**config.mk**
```make
export PLATFORM = sky130hd
export DESIGN_NAME = digitizer_event_unpacker_unit
export DESIGN_NICKNAME = d
export VERILOG_FILES = /design/src/deu_pkg.sv /design/src/deu_front.sv /design/src/deu_queue.sv /design/src/deu_back.sv /design/src/digitizer_event_unpacker_unit.sv
export SDC_FILE = /design/constraint.sdc
export NUM_CORES = 1
export LEC_CHECK = 0
export BUFFER_PORTS_ARGS = -buffer_cell sky130_fd_sc_hd__buf_2
export CORE_ASPECT_RATIO = 1.25
export CORE_UTILIZATION = 50
export DETAILED_ROUTE_END_ITERATION = 10
export MAX_ROUTING_LAYER = met4
export PLACE_DENSITY = 0.7
export SKIP_CTS_REPAIR_TIMING = 1
export SKIP_LAST_GASP = 1
export SLEW_MARGIN = 10
export SYNTH_ARGS = -nofsm -noshare
export SYNTH_HDL_FRONTEND = slang
export SYNTH_SLANG_ARGS = --single-unit
```
**constraint.sdc**
```tcl
create_clock -name clk -period 4.5 [get_ports clk]
set_clock_uncertainty 0.1 [all_clocks]
set_input_delay 0 -clock clk [delete_from_list [all_inputs] [get_ports clk]]
set_output_delay 0 -clock clk [all_outputs]
set_load 0.02 [all_outputs]
```
**src/deu_pkg.sv**
```systemverilog
// Shared types and constants of the digitizer event unpacker.
`timescale 1ns / 1ps
`default_nettype none
package deu_pkg;

  // Result status codes
  typedef enum logic [2:0] {
    ST_SAMPLE         = 3'd0,
    ST_BAD_MARKER     = 3'd1,
    ST_COUNT_MISMATCH = 3'd2,
    ST_EVENT_MISMATCH = 3'd3,
    ST_BAD_CHANNEL    = 3'd4
  } status_t;

  // Configuration register indexes
  typedef enum logic [1:0] {
    CFG_BLOCK_WORDS    = 2'd0,
    CFG_BOARD_ID       = 2'd1,
    CFG_EXPECTED_EVENT = 2'd2
  } cfg_index_t;

  localparam logic [3:0] EVENT_MARKER   = 4'hA;
  localparam logic [3:0] CHANNEL_MARKER = 4'h8;

  // Fixed word positions inside the event block
  localparam logic [27:0] POS_HEADER  = 28'd0;
  localparam logic [27:0] POS_COUNTER = 28'd3;
  localparam logic [27:0] POS_FIRST_CHANNEL = 28'd5;

  // Command handed from the parser to the output stage
  typedef struct packed {
    status_t     status;
    logic [15:0] group_tag;
    logic [15:0] channel_tag;
    logic [1:0]  rate_code;
    logic [25:0] sample_index;
    logic [15:0] sample_value;
  } cmd_t;

  // Queue fill status
  typedef struct packed {
    logic full;
    logic empty;
  } q_stat_t;

endpackage
`default_nettype wire

```
**src/deu_front.sv**
```systemverilog
// Front parser: tracks block position and channel headers, emits commands.
`timescale 1ns / 1ps
`default_nettype none
module deu_front (
  input  wire logic         clk,
  input  wire logic         rst,
  input  wire logic         accept,
  input  wire logic [31:0]  data_word,
  input  wire logic [27:0]  block_words,
  input  wire logic [31:0]  expected_event,
  output logic              push,
  output deu_pkg::cmd_t     cmd
);
  import deu_pkg::*;

  logic [27:0] word_position, word_position_next;
  logic        in_samples, in_samples_next;
  logic [25:0] words_left, words_left_next;
  logic [25:0] samples_done, samples_done_next;
  logic [15:0] current_group, current_group_next;
  logic [15:0] current_channel, current_channel_next;
  logic [1:0]  current_rate, current_rate_next;
  logic        skip_rest, skip_rest_next;

  logic [27:0] pos_inc;
  logic [25:0] chan_len;
  logic [31:0] counter_inc;
  logic        emit;
  status_t     emit_status;

  // Classify the word and compute the next parser state
  always_comb begin
    pos_inc              = word_position + 28'd1;
    chan_len             = data_word[25:0];
    counter_inc          = data_word + 32'd1;
    word_position_next   = (pos_inc == block_words) ? '0 : pos_inc;
    in_samples_next      = in_samples;
    words_left_next      = words_left;
    samples_done_next    = samples_done;
    current_group_next   = current_group;
    current_channel_next = current_channel;
    current_rate_next    = current_rate;
    skip_rest_next       = skip_rest;
    emit                 = 1'b0;
    emit_status          = ST_SAMPLE;

    if (word_position == POS_HEADER) begin
      in_samples_next   = 1'b0;
      words_left_next   = '0;
      samples_done_next = '0;
      skip_rest_next    = 1'b0;
      if (data_word[31:28] != EVENT_MARKER) begin
        emit        = 1'b1;
        emit_status = ST_BAD_MARKER;
      end else if (data_word[27:0] != block_words) begin
        emit        = 1'b1;
        emit_status = ST_COUNT_MISMATCH;
      end
    end else if (word_position == POS_COUNTER) begin
      if (counter_inc != expected_event) begin
        emit        = 1'b1;
        emit_status = ST_EVENT_MISMATCH;
      end
    end else if (word_position < POS_FIRST_CHANNEL || skip_rest) begin
      emit = 1'b0;
    end else if (!in_samples) begin
      if (words_left == '0) begin
        // first channel header word: marker, rate, length
        current_rate_next = data_word[27:26];
        if (data_word[31:28] != CHANNEL_MARKER || chan_len < 26'd2) begin
          skip_rest_next = 1'b1;
          emit           = 1'b1;
          emit_status    = ST_BAD_CHANNEL;
        end else begin
          samples_done_next = '0;
          words_left_next   = chan_len - 26'd1;
        end
      end else begin
        // second channel header word: group and channel
        current_group_next   = data_word[31:16];
        current_channel_next = data_word[15:0];
        words_left_next      = words_left - 26'd1;
        in_samples_next      = (words_left != 26'd1);
      end
    end else begin
      // sample word
      emit              = 1'b1;
      emit_status       = ST_SAMPLE;
      if (words_left == 26'd1) in_samples_next = 1'b0;
      words_left_next   = words_left - 26'd1;
      samples_done_next = samples_done + 26'd1;
    end
  end

  assign push             = accept && emit;
  assign cmd.status       = emit_status;
  assign cmd.group_tag    = current_group;
  assign cmd.channel_tag  = current_channel;
  assign cmd.rate_code    = current_rate;
  assign cmd.sample_index = samples_done;
  assign cmd.sample_value = data_word[15:0];

  // Parser state registers
  always_ff @(posedge clk) begin
    if (rst) begin
      word_position   <= '0;
      in_samples      <= 1'b0;
      words_left      <= '0;
      samples_done    <= '0;
      current_group   <= '0;
      current_channel <= '0;
      current_rate    <= '0;
      skip_rest       <= 1'b0;
    end else if (accept) begin
      word_position   <= word_position_next;
      in_samples      <= in_samples_next;
      words_left      <= words_left_next;
      samples_done    <= samples_done_next;
      current_group   <= current_group_next;
      current_channel <= current_channel_next;
      current_rate    <= current_rate_next;
      skip_rest       <= skip_rest_next;
    end
  end

endmodule
`default_nettype wire

```
**src/deu_queue.sv**
```systemverilog
// Command queue between the parser and the output stage.
`timescale 1ns / 1ps
`default_nettype none
module deu_queue #(
  parameter int DEPTH = 4
) (
  input  wire logic          clk,
  input  wire logic          rst,
  input  wire logic          push,
  input  wire deu_pkg::cmd_t push_cmd,
  input  wire logic          pop,
  output deu_pkg::cmd_t      pop_cmd,
  output deu_pkg::q_stat_t   stat
);
  import deu_pkg::*;

  localparam int ADDR_W  = (DEPTH > 1) ? $clog2(DEPTH) : 1;
  localparam int COUNT_W = $clog2(DEPTH + 1);

  cmd_t               mem [DEPTH];
  logic [ADDR_W-1:0]  wr_ptr;
  logic [ADDR_W-1:0]  rd_ptr;
  logic [COUNT_W-1:0] count;

  // Pointers wrap at DEPTH
  function automatic logic [ADDR_W-1:0] ptr_inc(input logic [ADDR_W-1:0] p);
    return (p == ADDR_W'(DEPTH - 1)) ? '0 : p + ADDR_W'(1);
  endfunction

  // Storage
  always_ff @(posedge clk) begin
    if (push) mem[wr_ptr] <= push_cmd;
  end

  assign pop_cmd    = mem[rd_ptr];
  assign stat.full  = (count == COUNT_W'(DEPTH));
  assign stat.empty = (count == '0);

  // Pointers and fill count
  always_ff @(posedge clk) begin
    if (rst) begin
      wr_ptr <= '0;
      rd_ptr <= '0;
      count  <= '0;
    end else begin
      if (push) wr_ptr <= ptr_inc(wr_ptr);
      if (pop)  rd_ptr <= ptr_inc(rd_ptr);
      if (push && !pop)      count <= count + COUNT_W'(1);
      else if (pop && !push) count <= count - COUNT_W'(1);
    end
  end

endmodule
`default_nettype wire

```
**src/deu_back.sv**
```systemverilog
// Output stage: expands commands into result words and holds them under stall.
`timescale 1ns / 1ps
`default_nettype none
module deu_back (
  input  wire logic          clk,
  input  wire logic          rst,
  input  wire logic          cmd_valid,
  input  wire deu_pkg::cmd_t cmd,
  input  wire logic [31:0]   board_id,
  output logic               pop,
  output logic               out_valid,
  input  wire logic          out_stall,
  output logic [2:0]         status,
  output logic [31:0]        board_tag,
  output logic [15:0]        group_tag,
  output logic [15:0]        channel_tag,
  output logic [1:0]         rate_code,
  output logic [25:0]        sample_index,
  output logic [15:0]        sample_value
);
  import deu_pkg::*;

  logic is_sample;

  assign pop       = cmd_valid && (!out_valid || !out_stall);
  assign is_sample = (cmd.status == ST_SAMPLE);

  // Valid flag
  always_ff @(posedge clk) begin
    if (rst) begin
      out_valid <= 1'b0;
    end else if (!out_valid || !out_stall) begin
      out_valid <= cmd_valid;
    end
  end

  // Result word; error words carry only status and board tag
  always_ff @(posedge clk) begin
    if (pop) begin
      status       <= cmd.status;
      board_tag    <= board_id;
      group_tag    <= is_sample ? cmd.group_tag    : '0;
      channel_tag  <= is_sample ? cmd.channel_tag  : '0;
      rate_code    <= is_sample ? cmd.rate_code    : '0;
      sample_index <= is_sample ? cmd.sample_index : '0;
      sample_value <= is_sample ? cmd.sample_value : '0;
    end
  end

endmodule
`default_nettype wire

```
**src/digitizer_event_unpacker_unit.sv**
```systemverilog
// Top level of the digitizer event unpacker.
//
// Input channel: one 32-bit raw word of a digitizer event block per accepted
// word (in_valid high, in_stall low). Output channel: one result word with
// status and tags (out_valid high, out_stall low). Sample words give a tagged
// sample; header checks and bad channel headers give a status word; other
// words give nothing.
// Configuration: cfg_valid/cfg_ready write channel, cfg_index selects
// block_words, board_id or expected_event; cfg_ready is always high.
// Throughput: one word per cycle while in_stall is low. The parser registers
// its state each word and pushes into a QUEUE_DEPTH command queue; a result
// passes through the queue storage and the output register.
// When the receiver stalls, the output register holds its word, the queue
// fills, and in_stall rises once the queue is full.
// Reset clears the block position, channel parsing state, the queue and the
// configuration registers; the next word is taken as word 0 of a block.
`timescale 1ns / 1ps
`default_nettype none
module digitizer_event_unpacker_unit #(
  parameter int QUEUE_DEPTH = 4
) (
  input  wire logic         clk,
  input  wire logic         rst,
  input  wire logic         in_valid,
  output logic              in_stall,
  input  wire logic [31:0]  data_word,
  input  wire logic         cfg_valid,
  output logic              cfg_ready,
  input  wire logic [1:0]   cfg_index,
  input  wire logic [31:0]  cfg_data,
  output logic              out_valid,
  input  wire logic         out_stall,
  output logic [2:0]        status,
  output logic [31:0]       board_tag,
  output logic [15:0]       group_tag,
  output logic [15:0]       channel_tag,
  output logic [1:0]        rate_code,
  output logic [25:0]       sample_index,
  output logic [15:0]       sample_value
);
  import deu_pkg::*;

  logic [27:0] block_words;
  logic [31:0] board_id;
  logic [31:0] expected_event;

  logic    in_accept;
  logic    q_push;
  logic    q_pop;
  cmd_t    push_cmd;
  cmd_t    pop_cmd;
  q_stat_t q_stat;

  // Configuration registers
  assign cfg_ready = 1'b1;

  always_ff @(posedge clk) begin
    if (rst) begin
      block_words    <= '0;
      board_id       <= '0;
      expected_event <= '0;
    end else if (cfg_valid && cfg_ready) begin
      case (cfg_index)
        CFG_BLOCK_WORDS:    block_words    <= cfg_data[27:0];
        CFG_BOARD_ID:       board_id       <= cfg_data;
        CFG_EXPECTED_EVENT: expected_event <= cfg_data;
        default: ;
      endcase
    end
  end

  assign in_stall  = q_stat.full;
  assign in_accept = in_valid && !in_stall;

  deu_front u_front (
    .clk            (clk),
    .rst            (rst),
    .accept         (in_accept),
    .data_word      (data_word),
    .block_words    (block_words),
    .expected_event (expected_event),
    .push           (q_push),
    .cmd            (push_cmd)
  );

  deu_queue #(
    .DEPTH (QUEUE_DEPTH)
  ) u_queue (
    .clk      (clk),
    .rst      (rst),
    .push     (q_push),
    .push_cmd (push_cmd),
    .pop      (q_pop),
    .pop_cmd  (pop_cmd),
    .stat     (q_stat)
  );

  deu_back u_back (
    .clk          (clk),
    .rst          (rst),
    .cmd_valid    (!q_stat.empty),
    .cmd          (pop_cmd),
    .board_id     (board_id),
    .pop          (q_pop),
    .out_valid    (out_valid),
    .out_stall    (out_stall),
    .status       (status),
    .board_tag    (board_tag),
    .group_tag    (group_tag),
    .channel_tag  (channel_tag),
    .rate_code    (rate_code),
    .sample_index (sample_index),
    .sample_value (sample_value)
  );

`ifndef NO_ASSERTIONS
  // No command is pushed into a full queue
  a_no_overflow: assert property (@(posedge clk) disable iff (rst)
    q_push |-> !q_stat.full)
    else $error("command pushed into full queue");

  // Output stage only takes a command that exists
  a_no_underflow: assert property (@(posedge clk) disable iff (rst)
    q_pop |-> !q_stat.empty)
    else $error("command popped from empty queue");

  // Status words carry no channel tags
  a_status_clean: assert property (@(posedge clk) disable iff (rst)
    (out_valid && status != ST_SAMPLE) |->
      (group_tag == '0 && channel_tag == '0 && rate_code == '0 &&
       sample_index == '0 && sample_value == '0))
    else $error("status word carries channel tags");

  // Reset empties the output
  a_reset_empty: assert property (@(posedge clk)
    rst |=> !out_valid)
    else $error("output valid right after reset");
`endif

endmodule
`default_nettype wire

```
Word level (Yosys, flattened, before mapping)
Memories as Yosys holds them, arrays and structs flattened. A register that Yosys moved wholly into a read port is not among the register bits.
Index checks and enable logic that the tools add are counted.
Storage, ports and cells
  logic and storage cells: 140
  bits in writable memories: 316
  memories kept: 1
  output and inout bits: 114
  input port bits: 71
  register bits after elaboration: 327
Memory list
  u_queue.mem: depth 4, width 79, rd ports 1, clocked after Yosys merged registers in 1, write ports 1, line deu_queue.sv:20  | cmd_t mem [DEPTH];
Operators by class
  $add $sub $neg: 9
  muxes and demuxes: 51
  equality and inequality tests: 18
  reduce and logical (&&, ||, !) cells: 32
  bitwise logic cells: 5
  magnitude comparators: 2
Operators with widths (number)
  $mux 26: 12
  $sub 26x1->26 const B: 2
  $add 32x1->32 const B: 1
  $ne 32x32->1: 1
  $add 28x1->28 const B: 1
  $eq 28x2->1 const B: 1
  $eq 28x28->1: 1
  $logic_not 28->1: 1
  $lt 28x3->1 const B: 1
  $mux 28: 1
  $ne 28x28->1: 1
  $mux 3: 9
  $add 26x1->26 const B: 1
  $eq 26x1->1 const B: 1
  $logic_not 26->1: 1
  $lt 26x2->1 const B: 1
  $ne 26x1->1 const B: 1
  $mux 1: 23
  $reduce_and 6->1: 3
  $mux 2: 6
  $ne 4x4->1 const B: 2
  $eq 2x2->1 const B: 3
  $logic_not 1->1: 6
  $logic_not 3->1: 2
  other kinds (19): 35

Logic depth before layout (Yosys ltp)
  word-level depth: 13
  depth in mapped cells: 16
  mapped depth without buffers: 15

Hierarchy
From an unflattened synthesis, not the netlist that was laid out.
Unflattened totals
  cell total of the unflattened synthesis: 2173
  area, all modules: 28348.4 µm²
By module, submodules not included
  deu_queue: sequential area each 9669.3 µm², times used 1, cells an instance 457, area an instance 11825.1 µm²
  deu_front: sequential area each 2322.2 µm², times used 1, cells an instance 1175, area an instance 8853.5 µm²
  deu_back: sequential area each 3353.2 µm², times used 1, cells an instance 200, area an instance 3922.5 µm²
  digitizer_event_unpacker_unit: sequential area each 1841.8 µm², times used 1, cells an instance 341, area an instance 3747.3 µm²

Worst setup path before layout
No wires, ideal clock.
  kind: register -> register
  start: register u_front.words_left[0]
  end: memory u_queue.mem[0][0] in the netlist's numbering (enable)
  setup time: 0.446 ns
  slack: -0.172 ns
  buffers on the path: 1
  arrival time: 4.126 ns
  data required time: 3.954 ns
  stages on the path, launching flop included: 12
  clock period less this slack: 4.672 ns
  cells stage by stage: dfxtp_1 inv_1 ha_1 or3b_1 or3_1 clkbuf_1 nor3_2 a21oi_1 nor3b_1 a21oi_1 nand2_2 and2_1
On the way
  word-level cells in the longest chain between the ends: 9
RTL lines
  from (decl): line deu_front.sv:18  | logic [25:0] words_left, words_left_next;
  from (signal assigned): line deu_front.sv:117  | words_left <= words_left_next;
  $logic_not 26->1: line deu_front.sv:67  | if (words_left == '0) begin
  $mux 1: line deu_front.sv:67
  $mux 1: line deu_front.sv:66  | end else if (!in_samples) begin
  $mux 1: line deu_front.sv:64  | end else if (word_position < POS_FIRST_CHANNEL || skip_rest) begin
  $mux 1: line deu_front.sv:59  | end else if (word_position == POS_COUNTER) begin
  $mux 1: line deu_front.sv:47  | if (word_position == POS_HEADER) begin
  $logic_and 1x1->1: line deu_front.sv:95  | assign push = accept && emit;
  named net q_push: line digitizer_event_unpacker_unit.sv:48  | logic q_push;
  $mux 1: line deu_queue.sv:32  | if (push) mem[wr_ptr] <= push_cmd;
  $mux 1 (not written as such): line deu_queue.sv:32
  to (decl): line deu_queue.sv:20
The timed path passes the listed nets, and every way through them passes these cells.

Final worst setup path
  start: register u_front.words_left[1]
  end: register u_queue.count[2]
On the way
  word-level cells in the longest chain between the ends: 10
  elaborated cells between the ends (all ways): 12
  those cells by class: mux: 6; reduce/logical: 6
RTL lines
  $logic_not 26->1 *: line deu_front.sv:67
  $mux 1 *: line deu_front.sv:67
  $mux 1 *: line deu_front.sv:66
  $mux 1 *: line deu_front.sv:64
  $mux 1 *: line deu_front.sv:59
  $mux 1 *: line deu_front.sv:47
  $logic_and 1x1->1 *: line deu_front.sv:95
  named net q_push: line digitizer_event_unpacker_unit.sv:48
  $logic_not 1->1: line deu_queue.sv:49  | else if (pop && !push) count <= count - COUNT_W'(1);
  $logic_and 1x1->1: line deu_queue.sv:49
  $reduce_bool 2->1 (no source line)
  to (signal assigned): line deu_queue.sv:48  | if (push && !pop) count <= count + COUNT_W'(1);
  to (signal assigned): line deu_queue.sv:49
  to (decl): line deu_queue.sv:23  | logic [COUNT_W-1:0] count;
Mark *: on every way through the listed nets, which the timed path passes. The rest lies on a longest branch.
A chain may end at the register's enable or synchronous reset.

==> metrics.md <==
| Metric | Value |
|---|---|
| Chip Width | `around 210 um` |
| CP Max Fanout | `7` |
| Area occupied by multi-input gates | `~9900 sq um` |
| Combinational share of power | `approximately 28%` |
| Final setup violating endpoints | `0` |
| Cell Rows | `between 90 and 100` |
| Root buf cell | `clkbuf_16` |
| Area growth, synth to finish | `16.3%` |
| Worst-margin pin slew | `a little over 1 ns` |
| Sw Ratio | `32.2%` |
| # fillers | `roughly 4500` |
| Global-route wire length before repair | `about 110 mm` |
| Core Area | `55000 sq um` |
| Total die area | `~57000 sq um` |
| Vias | `roughly 19000` |
| Post-synthesis cell type count | `92` |
| Share of the synthesized area in the top cell type | `a little under half` |
| Internal power | `12.5 mW` |
| Startpoint types | `flop` |
| VDD IR max | `between 0.5 and 0.6 mV` |
| Syn Area/Cell | `12.3 sq um` |
| Total track usage | `between 20% and 30%` |
| Vias per inst | `5.72` |
| Clock network power share | `between 20% and 30%` |
| F_max | `roughly 250 MHz` |
| Hold Fails Final Rpt | `0` |
| Hold Slack | `0.0844 ns` |
| Period utilization | `roughly nine tenths` |
| Detail Route Antenna Nets | `0` |
| Setup TNS | `0 ns` |
| DRT iter0 DRCs | `between 1000 and 1500` |
| Final #Nets | `~2600` |
| Net Switching | `approximately 6 mW` |
| Largest net degree at the start of global routing | `around 120` |
| RSZ-0062 raised after global routing | `no` |
| Height of the chip | `between 200 and 300 um` |
| DRC | `0` |
| Post-synth net total | `between 2000 and 2500` |
| Largest cells by area after synthesis | `edfxtp_1, dfxtp_1, mux4_2, nand2_1, a21oi_1` |
| Hold Path Class | `in2reg` |
| Ys flop type | `edfxtp_1` |
| Max_slew headroom | `31.1%` |
| Antenna diode count | `0` |
| Syn Inst Count | `~2300` |
| Reg-to-reg startpoint | `u_front.words_left[1]` |
| Worst skew pair latency | `between 0.6 and 0.7 ns` |
| Sequential share of power | `42.4%` |
| Worst R2R Path Depth | `15` |
| Critical Path End | `u_queue.count[2]` |
| Worst r2r dst | `u_queue.count[2]` |
| Per-cell routed wire length | `21.5 um` |
| Vias in the first global route | `between 15000 and 20000` |
| Synth Cell Area | `between 20000 and 30000 sq um` |
| Ys Warns | `0` |
| Final Critical Period | `4.04 ns` |
| Boundary pin count | `185` |
| H-tree levels | `2` |
| CTS Buf Count | `59` |
| Register bit total from synthesis | `645` |
| Initial Utilization | `about half` |
| Crit path kind | `reg2reg` |
| Crit end category | `flop` |
| Critical path origin | `u_front.words_left[1]` |
| Sequential-to-total area share from yosys stat | `61.7%` |
| CTS tree | `yes` |
| Drt pass-1 iters | `5` |
| Total wire length | `about 70 mm` |
| Clock Path Buffers | `3` |
| EDFF count, synth | `approximately 430` |
| Final Max Tran Viols | `0` |
| CP Data Required Time | `~5.0 ns` |
| CTS Sinks | `approximately 650` |
| Status | `finished, final reports clean` |
| Leakage dissipation | `about 11 nW` |
| Final global-route overflow total | `0` |
| Post-synth ARST share | `0%` |
| Share of cells above drive strength 1 | `17.7%` |
| Total power | `around 18 mW` |
| Most common cell after layout, fill and taps aside | `edfxtp_1` |
| Fin util | `~59%` |
| Most frequent cells in the layout | `edfxtp_1, nand2_1, dfxtp_1` |
| RD Place Congestion | `roughly 0.94` |
| Max Cap Violations | `0` |
| FF-to-FF setup slack | `0.46 ns` |
| Pwr Density | `between 500 and 600 nW/um^2` |
| Leading area contributor after synthesis | `edfxtp_1` |
| FF+latch area | `approximately 17000 sq um` |
| Clk pin slew, worst setup/hold paths | `around 0.07 ns` |
| Initial antenna violation count | `0` |
| IO buf count | `~180` |
| Hpwl dp | `about 48 mm` |
| WP data arrival | `4.49 ns` |
registers in the layout, summed over array words and instances (netlist names), 26 cells and up, named ones only:
| signal | count |
|---|---|
| u_queue.mem | 316 |
| board_id | 32 |
| expected_event | 32 |
| u_back.board_tag | 32 |
| block_words | 28 |
| u_front.word_position | 28 |
| u_back.sample_index | 26 |
| u_front.samples_done | 26 |
| u_front.words_left | 26 |
final cells by class:
type                            instances  area share, %
Multi-Input combinational cell       1433           30.6
Tap cell                              735           2.84
Clock inverter                         37           1.57
Timing Repair Buffer                  309           6.76
Inverter                               25          0.297
Sequential cell                       645           53.1
Clock buffer                           75           4.87
cell families (layout without fill, tap and decap cells):
family	Yosys count	count (layout)	synth area share, %
mux	113	113	7.61
fa+ha+maj	15	15	0.701
other cells	1	1	0.0135
flops	645	645	61.7
compound gates	303	303	6.64
simple gates	846	846	15.6
xor+xnor	155	155	4.87
buf+inv	182	446	2.84
worst min path at each step:
stage                  from                 end  slack [ns]  depth (start not counted)
2_1_floorplan  data_word[0]   u_queue.mem[0][0]      -0.001                          0
3_3_place_gp      out_stall    u_back.out_valid        0.16                          3
3_5_place_dp      out_stall    u_back.out_valid        0.17                          3
5_1_grt        cfg_data[28]  expected_event[28]        0.08                          4
4_1_cts           out_stall    u_back.out_valid       -0.51                          3
6_report       cfg_data[28]        board_id[28]        0.08                          4
power groups by stage:
stage	sequential (mW)	clock (mW)	combinational (mW)
2_1_floorplan	8.50	0	3.03
4_1_cts	7.84	5.45	5.24
3_5_place_dp	7.97	0	5.23
6_report	7.83	5.36	5.25
3_3_place_gp	7.93	0	5.21
5_1_grt	7.93	5.66	5.69
cells in the mapped netlist, drive strengths merged, types with 4 or more instances:
library cell / count
ha: 14
a31oi: 22
mux4: 79
o211ai: 8
o2111ai: 8
inv: 24
nor4b: 4
and4: 10
mux2i: 33
o21a: 4
a22oi: 6
a2bb2oi: 4
and3: 17
nand3: 71
edfxtp: 427
nand2: 292
or2: 5
nor2: 143
nand3b: 7
o31ai: 4
nor3: 39
buf: 60
o21ai: 42
a21o: 11
nand4: 41
or4: 33
nor2b: 85
nand2b: 9
xor2: 77
nor4: 39
and2: 14
dfxtp: 218
a21oi: 160
or3b: 4
xnor2: 78
nor3b: 12
or3: 15
clkbuf: 97
metal layers:
metal | share of wire, % | track usage [%] | vias up
met4 | 4.1 | 9.77 | 0
met2 | 52 | 44.0 | 519
li1 | - | - | 8706
met3 | 4.2 | 3.06 | 145
met5 | 0 | - | -
met1 | 39 | 29.9 | 9272
through the flow:
step / setup WS, ns / area (sq um) / cells
after floorplan: 0.696 / 27900 / 2260
after CTS: 0.481 / 31600 / 3175
final: 0.461 / 32400 / 3259
after detailed placement: 0.517 / 29500 / 3063
after global placement: 0.545 / 29500 / 3063
after global routing: 0.144 / 32400 / 3259
critical path, stage by stage (launching register included):
cell and delay, ns:
dfxtp_1 0.33, inv_1 0.08, ha_1 0.19, or3b_1 0.43, or3_1 0.56, nor3_2 0.37
a21oi_1 0.14, nor3b_1 0.22, a21oi_1 0.09, nand2_2 0.15, ha_1 0.20, inv_1 0.06
fa_1 0.38, xor2_1 0.18, or3_1 0.32, a21oi_1 0.15
Power figures use the tool's default switching activity.
